File: src/hdl/spq_pkg.sv
// ----------------------------------------------------------------------------
// spq_pkg
// Shared types and codes for the sorted priority queue.
// ----------------------------------------------------------------------------
package spq_pkg;

    localparam int DEPTH_DEF = 16;
    localparam int PRIO_W    = 8;
    localparam int VALUE_W   = 32;
    localparam int STATUS_W  = 2;
    localparam int COUNT_W   = 5;   // width of the reported entry count

    // action codes
    localparam logic ACT_INSERT = 1'b0;
    localparam logic ACT_REMOVE = 1'b1;

    // result status codes
    localparam logic [STATUS_W-1:0] ST_OK    = 2'd0;
    localparam logic [STATUS_W-1:0] ST_EMPTY = 2'd1;
    localparam logic [STATUS_W-1:0] ST_FULL  = 2'd2;

    typedef enum logic [1:0] {
        S_IDLE,
        S_CMP,
        S_UPD
    } t_state;

    // controller -> datapath
    typedef struct packed {
        logic load;     // capture the incoming item
        logic check;    // evaluate the compare row and the reject condition
        logic finish;   // write the result registers
        logic commit;   // shift the entry array and update the count
    } t_cmd;

    // datapath -> controller
    typedef struct packed {
        logic reject;   // insert into full queue or remove from empty queue
    } t_sts;

endpackage

File: src/hdl/sorted_priority_queue.sv
// ----------------------------------------------------------------------------
// sorted_priority_queue
// Bounded priority queue kept as a sorted compare-and-shift register array.
// ----------------------------------------------------------------------------
// Usage:
//   Command channel: drive i_action, i_priority_req, i_value with start high;
//   the command transfers at a rising edge where start is high and busy is
//   low. Insert (action 0) places the entry behind every entry of greater or
//   equal priority; remove (action 1) pops the head entry's value.
//   Result channel: o_valid is high for exactly one cycle with
//   o_removed_value, o_status and o_entry_count. The receiver cannot stall,
//   so the result must be taken in that cycle.
//   Sequence: the compare state registers the compare row over all DEPTH
//   entries, the update state shifts the array and writes the result
//   registers, and the strobe follows in the cycle after it. A new command
//   may transfer in the update state; busy is high only in the compare state.
//   Full insert / empty remove return status FULL / EMPTY with zero value
//   and leave the queue unchanged.
//   Reset (i_rst_n low, synchronous) empties the queue and drops any command
//   in flight; entry contents are not cleared, the count masks them.
// ----------------------------------------------------------------------------
module sorted_priority_queue #(
    parameter int DEPTH = spq_pkg::DEPTH_DEF
) (
    input  logic                                i_clk,
    input  logic                                i_rst_n,
    input  logic                                start,
    output logic                                busy,
    input  logic                                i_action,
    input  logic        [spq_pkg::PRIO_W-1:0]   i_priority_req,
    input  logic signed [spq_pkg::VALUE_W-1:0]  i_value,
    output logic                                o_valid,
    output logic signed [spq_pkg::VALUE_W-1:0]  o_removed_value,
    output logic        [spq_pkg::STATUS_W-1:0] o_status,
    output logic        [spq_pkg::COUNT_W-1:0]  o_entry_count
);
    import spq_pkg::*;

    t_cmd cmd;
    t_sts sts;

    // sequencer
    spq_ctrl u_ctrl (
        .i_clk   (i_clk),
        .i_rst_n (i_rst_n),
        .start   (start),
        .busy    (busy),
        .o_valid (o_valid),
        .o_cmd   (cmd),
        .i_sts   (sts)
    );

    // entry array, compare row and result registers
    spq_dp #(
        .DEPTH (DEPTH)
    ) u_dp (
        .i_clk           (i_clk),
        .i_rst_n         (i_rst_n),
        .i_cmd           (cmd),
        .o_sts           (sts),
        .i_action        (i_action),
        .i_priority_req  (i_priority_req),
        .i_value         (i_value),
        .o_removed_value (o_removed_value),
        .o_status        (o_status),
        .o_entry_count   (o_entry_count)
    );

endmodule

File: src/hdl/spq_ctrl.sv
// ----------------------------------------------------------------------------
// spq_ctrl
// Sequencer: capture, compare, update. Drives busy and the result strobe.
// ----------------------------------------------------------------------------
module spq_ctrl (
    input  logic          i_clk,
    input  logic          i_rst_n,
    input  logic          start,
    output logic          busy,
    output logic          o_valid,
    output spq_pkg::t_cmd o_cmd,
    input  spq_pkg::t_sts i_sts
);
    import spq_pkg::*;

    t_state r_state;
    t_state n_state;
    logic   r_valid;
    logic   n_valid;

    always_ff @(posedge i_clk) begin
        if (!i_rst_n) begin
            r_state <= S_IDLE;
            r_valid <= 1'b0;
        end else begin
            r_state <= n_state;
            r_valid <= n_valid;
        end
    end

    always_comb begin
        n_state      = r_state;
        o_cmd        = '0;
        busy         = 1'b0;
        n_valid      = 1'b0;
        case (r_state)
            S_IDLE: begin
                if (start) begin
                    o_cmd.load = 1'b1;
                    n_state    = S_CMP;
                end
            end
            S_CMP: begin
                busy        = 1'b1;
                o_cmd.check = 1'b1;
                n_state     = S_UPD;
            end
            S_UPD: begin
                // next item may be captured while this one retires
                o_cmd.finish = 1'b1;
                o_cmd.commit = !i_sts.reject;
                n_valid      = 1'b1;
                if (start) begin
                    o_cmd.load = 1'b1;
                    n_state    = S_CMP;
                end else begin
                    n_state = S_IDLE;
                end
            end
            default: begin
                n_state = S_IDLE;
            end
        endcase
    end

    assign o_valid = r_valid;

    a_cmp_to_upd: assert property (@(posedge i_clk) disable iff (!i_rst_n)
        r_state == S_CMP |=> r_state == S_UPD)
        else $error("compare not followed by update");

    a_valid_after_upd: assert property (@(posedge i_clk) disable iff (!i_rst_n)
        r_state == S_UPD |=> r_valid)
        else $error("missing result strobe");

    a_no_load_when_busy: assert property (@(posedge i_clk) disable iff (!i_rst_n)
        busy |-> !o_cmd.load)
        else $error("capture while busy");

endmodule

File: src/hdl/spq_dp.sv
// ----------------------------------------------------------------------------
// spq_dp
// Compare-and-shift entry array with input and result registers.
// ----------------------------------------------------------------------------
module spq_dp #(
    parameter int DEPTH = spq_pkg::DEPTH_DEF
) (
    input  logic                                i_clk,
    input  logic                                i_rst_n,
    input  spq_pkg::t_cmd                       i_cmd,
    output spq_pkg::t_sts                       o_sts,
    input  logic                                i_action,
    input  logic        [spq_pkg::PRIO_W-1:0]   i_priority_req,
    input  logic signed [spq_pkg::VALUE_W-1:0]  i_value,
    output logic signed [spq_pkg::VALUE_W-1:0]  o_removed_value,
    output logic        [spq_pkg::STATUS_W-1:0] o_status,
    output logic        [spq_pkg::COUNT_W-1:0]  o_entry_count
);
    import spq_pkg::*;

    localparam int CNT_W = $clog2(DEPTH + 1);

    logic               r_op;
    logic [PRIO_W-1:0]  r_prio;
    logic [VALUE_W-1:0] r_val;

    logic [PRIO_W-1:0]  r_ent_prio [DEPTH];
    logic [VALUE_W-1:0] r_ent_val  [DEPTH];
    logic [CNT_W-1:0]   r_count;

    logic [DEPTH-1:0]   r_ge;       // entry i valid and priority >= new one
    logic               r_reject;

    logic [VALUE_W-1:0]  r_removed;
    logic [STATUS_W-1:0] r_status;
    logic [CNT_W+COUNT_W-1:0] count_ext;

    // input capture
    always_ff @(posedge i_clk) begin
        if (i_cmd.load) begin
            r_op   <= i_action;
            r_prio <= i_priority_req;
            r_val  <= i_value;
        end
    end

    // compare row
    for (genvar gi = 0; gi < DEPTH; gi++) begin : g_cmp
        always_ff @(posedge i_clk) begin
            if (i_cmd.check) begin
                r_ge[gi] <= (CNT_W'(gi) < r_count) && (r_ent_prio[gi] >= r_prio);
            end
        end
    end

    always_ff @(posedge i_clk) begin
        if (i_cmd.check) begin
            r_reject <= (r_op == ACT_INSERT) ? (r_count == CNT_W'(DEPTH))
                                             : (r_count == '0);
        end
    end

    assign o_sts.reject = r_reject;

    // entry cells: insert opens a gap at the first empty or lower-priority slot,
    // remove shifts everything one toward the head
    for (genvar gi = 0; gi < DEPTH; gi++) begin : g_cell
        always_ff @(posedge i_clk) begin
            if (i_cmd.commit) begin
                if (r_op == ACT_INSERT) begin
                    if (!r_ge[gi]) begin
                        if (gi == 0) begin
                            r_ent_prio[gi] <= r_prio;
                            r_ent_val[gi]  <= r_val;
                        end else if (r_ge[(gi == 0) ? 0 : gi - 1]) begin
                            r_ent_prio[gi] <= r_prio;
                            r_ent_val[gi]  <= r_val;
                        end else begin
                            r_ent_prio[gi] <= r_ent_prio[(gi == 0) ? 0 : gi - 1];
                            r_ent_val[gi]  <= r_ent_val[(gi == 0) ? 0 : gi - 1];
                        end
                    end
                end else if (gi < DEPTH - 1) begin
                    r_ent_prio[gi] <= r_ent_prio[(gi < DEPTH - 1) ? gi + 1 : gi];
                    r_ent_val[gi]  <= r_ent_val[(gi < DEPTH - 1) ? gi + 1 : gi];
                end
            end
        end
    end

    always_ff @(posedge i_clk) begin
        if (!i_rst_n) begin
            r_count <= '0;
        end else if (i_cmd.commit) begin
            if (r_op == ACT_INSERT) begin
                r_count <= r_count + 1'b1;
            end else begin
                r_count <= r_count - 1'b1;
            end
        end
    end

    // result registers
    always_ff @(posedge i_clk) begin
        if (i_cmd.finish) begin
            if (r_reject) begin
                r_removed <= '0;
                r_status  <= (r_op == ACT_REMOVE) ? ST_EMPTY : ST_FULL;
            end else begin
                r_removed <= (r_op == ACT_REMOVE) ? r_ent_val[0] : '0;
                r_status  <= ST_OK;
            end
        end
    end

    assign count_ext       = (CNT_W + COUNT_W)'(r_count);
    assign o_entry_count   = count_ext[COUNT_W-1:0];
    assign o_removed_value = r_removed;
    assign o_status        = r_status;

    a_count_bound: assert property (@(posedge i_clk) disable iff (!i_rst_n)
        r_count <= CNT_W'(DEPTH))
        else $error("entry count above depth");

    a_insert_inc: assert property (@(posedge i_clk) disable iff (!i_rst_n)
        (i_cmd.commit && r_op == ACT_INSERT) |=> r_count == $past(r_count) + 1'b1)
        else $error("insert did not grow the count");

    a_remove_dec: assert property (@(posedge i_clk) disable iff (!i_rst_n)
        (i_cmd.commit && r_op == ACT_REMOVE) |=> r_count == $past(r_count) - 1'b1)
        else $error("remove did not shrink the count");

endmodule
File: config.mk
export PLATFORM = sky130hd
export DESIGN_NAME = sorted_priority_queue
export DESIGN_NICKNAME = d
export VERILOG_FILES = /design/src/hdl/spq_pkg.sv /design/src/hdl/sorted_priority_queue.sv /design/src/hdl/spq_ctrl.sv /design/src/hdl/spq_dp.sv
export SDC_FILE = /design/constraint.sdc
export NUM_CORES = 2
export LEC_CHECK = 0
export ABC_AREA = 1
export ABC_CLOCK_PERIOD_IN_PS = 5400
export BUFFER_PORTS_ARGS = -buffer_cell sky130_fd_sc_hd__buf_2
export CORE_UTILIZATION = 35
export CTS_CLUSTER_DIAMETER = 150
export DETAILED_ROUTE_END_ITERATION = 6
export MAX_ROUTING_LAYER = met4
export PLACE_DENSITY = 0.47
export RECOVER_POWER = 25
export SYNTH_ARGS = -nofsm -noshare
export SYNTH_HDL_FRONTEND = slang
export SYNTH_HIERARCHICAL = 1
export SYNTH_SLANG_ARGS = --single-unit
File: constraint.sdc
create_clock -name i_clk -period 5.4 [get_ports i_clk]
set_clock_uncertainty 0.05 [all_clocks]
set_input_delay 1.08 -clock i_clk [delete_from_list [all_inputs] [get_ports i_clk]]
set_output_delay 1.08 -clock i_clk [all_outputs]
set_load 0.03 [all_outputs]
==> results.toml <==
[cells_and_area]
n_antenna_cell = 0
fin_nets = 4321
seq_area_mm2 = 0.02214
area.growth.synth_to_final_pct = 12.02
multi_input_area_mm2 = 0.01448
drive_gt1_share_pct = 6.619
fillerInstances = 10800
final_area_mm2 = 0.04327

[synth]
ys.flop_type = "edfxtp_1"
synth_top_area_share_pct = 56.91
synth_common_cells = "nand2_1 (1132), edfxtp_1 (732), nor2_1 (601)"
avgSynthCellArea_um2 = 9.165
yosys_warnings = 6
synthesis.nets = 4389
syn_area_mm2 = 0.03862
syn_inst = 4214
synthTopCellsByArea = "edfxtp_1 (57%), nand2_1 (11%), a31oi_1 (7.7%)"
synth_edf_count = 732
synth_seq_area_share_pct = 57.33
async_reset_ff_share_pct = 0
ys_ff_latch = 740
synth_top_area_cell = "edfxtp_1"
synth.distinct_cells = 27
yosysMostFrequentCell = "nand2_1"

[power]
power_density_mw_per_mm2 = 311.1
ir_drop_mv = 0.2104
p_total_mw = 13.46
p_leak_nw = 16.74

[drt]
totalWireLength_mm = 130.4
num_vias = 31080
ant_nets = 0
drt_iter0_markers = 3156
drc = 0
wl_per_cell_um = 22.91
drt_first_pass_iters = 6
via_per_inst = 5.460

[critical_path]
cpPeakStageDelay_ns = 1.10
slowest_stage = "o21ai_4"
reg2reg_depth = 8
cp_max_fo = 25
start_kind = "flop"
cp_cell_sequence = "inv_1 -> nand2_1 -> nor2_4 -> clkbuf_1 -> inv_2 -> clkbuf_1 -> o21ai_4 -> buf_4"
crit_family = "buffers and inverters"
cpMostUsedCell = "clkbuf_1"
cp-end-kind = "flop"
cp.depth = 8
critPathKind = "flop to flop"
cp.required_ns = 5.69
crit_arrival_ns = 4.70
cp_num_buf_inv = 5

[floorplan]
rows = 121
ios = 85
die-width_um = 334.2
fp.dieArea_mm2 = 0.1117
floorplan.initialDensity_pct = 35.38
core_mm2 = 0.1092
die_y_um = 334.2

[clock_tree]
clk_pin_slew_ns = 0.06
post_cts_buffers = 0
cts-root-buf = "clkbuf_16"
cts_hold_buf = 0
post_cts_resized = 0
cts_tree = "yes"
cts_max_level = 3
cts_buffers = 92
clockBufferDepth = 3
insertion_delay_ns = 0.69
cts_num_sinks = 740

[timing]
setup_slack_ns = 0.9917
tns_ns = 0
tightest_slew_ns = 1.952
period_share_pct = 81.64
rsz0062_at_grt = "false"
hold_violations = 0
worst_slew_margin_rel_pct = -30.15
fmax_mhz = 226.8
final-max-slew-violation-count = 218
finalSetupViolations = 0
min_period_ns = 4.408

[global_route]
top_usage_layer = "met2"
grtUsageMet1_pct = 33.12
met2_usage_pct = 36.35
grt_pass1_wl_mm = 193.0
grt_max_degree = 198
grt_pass1_vias = 29450
overflow = 0
gr-usage-met3_pct = 2.783
grtUsageTotal_pct = 23.62
antenna_found_initial = 1

[min_path]
hold_depth = 2
min_path_type = "flop to flop"

[status]
failed_checks = "capacitance limit, slew limit"
run_status = "finished with violations"

[place]
place_ws_ns = 1.907
dpl.hpwl_mm = 79.82
place.port_buffers = 84
gp_congestion = 0.8134
placed_area_mm2 = 0.04053

[run]
maxCapViolCount = 7
## power by group
group | total [mW] | internal, mW | switching (mW)
registers | 6.60 | 6.47 | 0.134
logic | 0.817 | 0.276 | 0.541
clock network | 6.04 | 3.48 | 2.56
## cell families after synthesis
| family | Yosys count | synth area share, % |
|---|---|---|
| compound gates | 785 | 12.14 |
| xor+xnor | 1 | 0.02268 |
| fa+ha+maj | 131 | 4.244 |
| buf+inv | 554 | 5.847 |
| flops | 740 | 57.33 |
| simple gates | 2003 | 20.42 |
## registers in the layout, indices dropped and copies added, names as in the netlist
name / count
u_dp/r_ent_val: 512
u_dp/o_entry_count: 5
u_dp/o_status: 2
u_dp/r_ent_prio: 128
u_dp/r_op: 1
u_ctrl/o_valid: 1
u_dp/r_ge: 16
u_dp/o_sts: 1
u_dp/o_removed_value: 32
u_dp/r_val: 32
u_dp/r_prio: 8
u_ctrl/r_state: 2
## worst min-delay path, cell delays in order (launching register included)
cell     delay [ns]
dfxtp_1        0.31
nand2_1        0.08
nor2_1         0.04
## through the flow
| stage | util [%] | hold slack (ns) | instances |
|---|---|---|---|
| 2_1_floorplan | - | 0.3979 | 4214 |
| 3_3_place_gp | 37.13 | 0.4258 | 5528 |
| 3_5_place_dp | 37.13 | 0.4231 | 5528 |
| 4_1_cts | 39.74 | 0.4327 | 5691 |
| 5_1_grt | 39.64 | 0.4469 | 5691 |
| 6_report | 39.64 | 0.4214 | 5691 |
## placed cells by master, fill, tap and decap left out, types with 45 or more instances in the layout
cell type and instances:
edfxtp_1 732, buf_4 61, nand3_1 256, ha_1 131
clkbuf_16 93, o211ai_1 45, a31oi_1 476, clkbuf_1 72
nor2_1 599, o21ai_0 135, a21oi_1 94, inv_1 216
nand2_1 1126
## final cells by class
type                            instances  area share [%]
Sequential cell                       740           51.18
Multi-Input combinational cell       2920           33.47
Clock buffer                          111           5.535
Tap cell                             1476           4.268
Timing Repair Buffer                  169           2.568
Inverter                              223           1.935
Clock inverter                         52           1.053
## metal layers
metal / vias to the layer above / wire length (µm)
li1: 14530 / -
met4: 0 / 3017
met3: 187 / 7858
met1: 15300 / 60710
met5: - / 0
met2: 1062 / 58790
## final timing paths
path	to	start	slack, ns
setup / recovery	u_dp/r_ent_val[0][217]	u_ctrl/r_state[0]	0.99
hold / removal	u_ctrl/r_state[1]	u_ctrl/r_state[0]	0.42
setup reg to reg	u_dp/r_ent_val[0][217]	u_ctrl/r_state[0]	0.99
hold reg to reg	u_ctrl/r_state[1]	u_ctrl/r_state[0]	0.42
(Power assumes the default switching activity.)
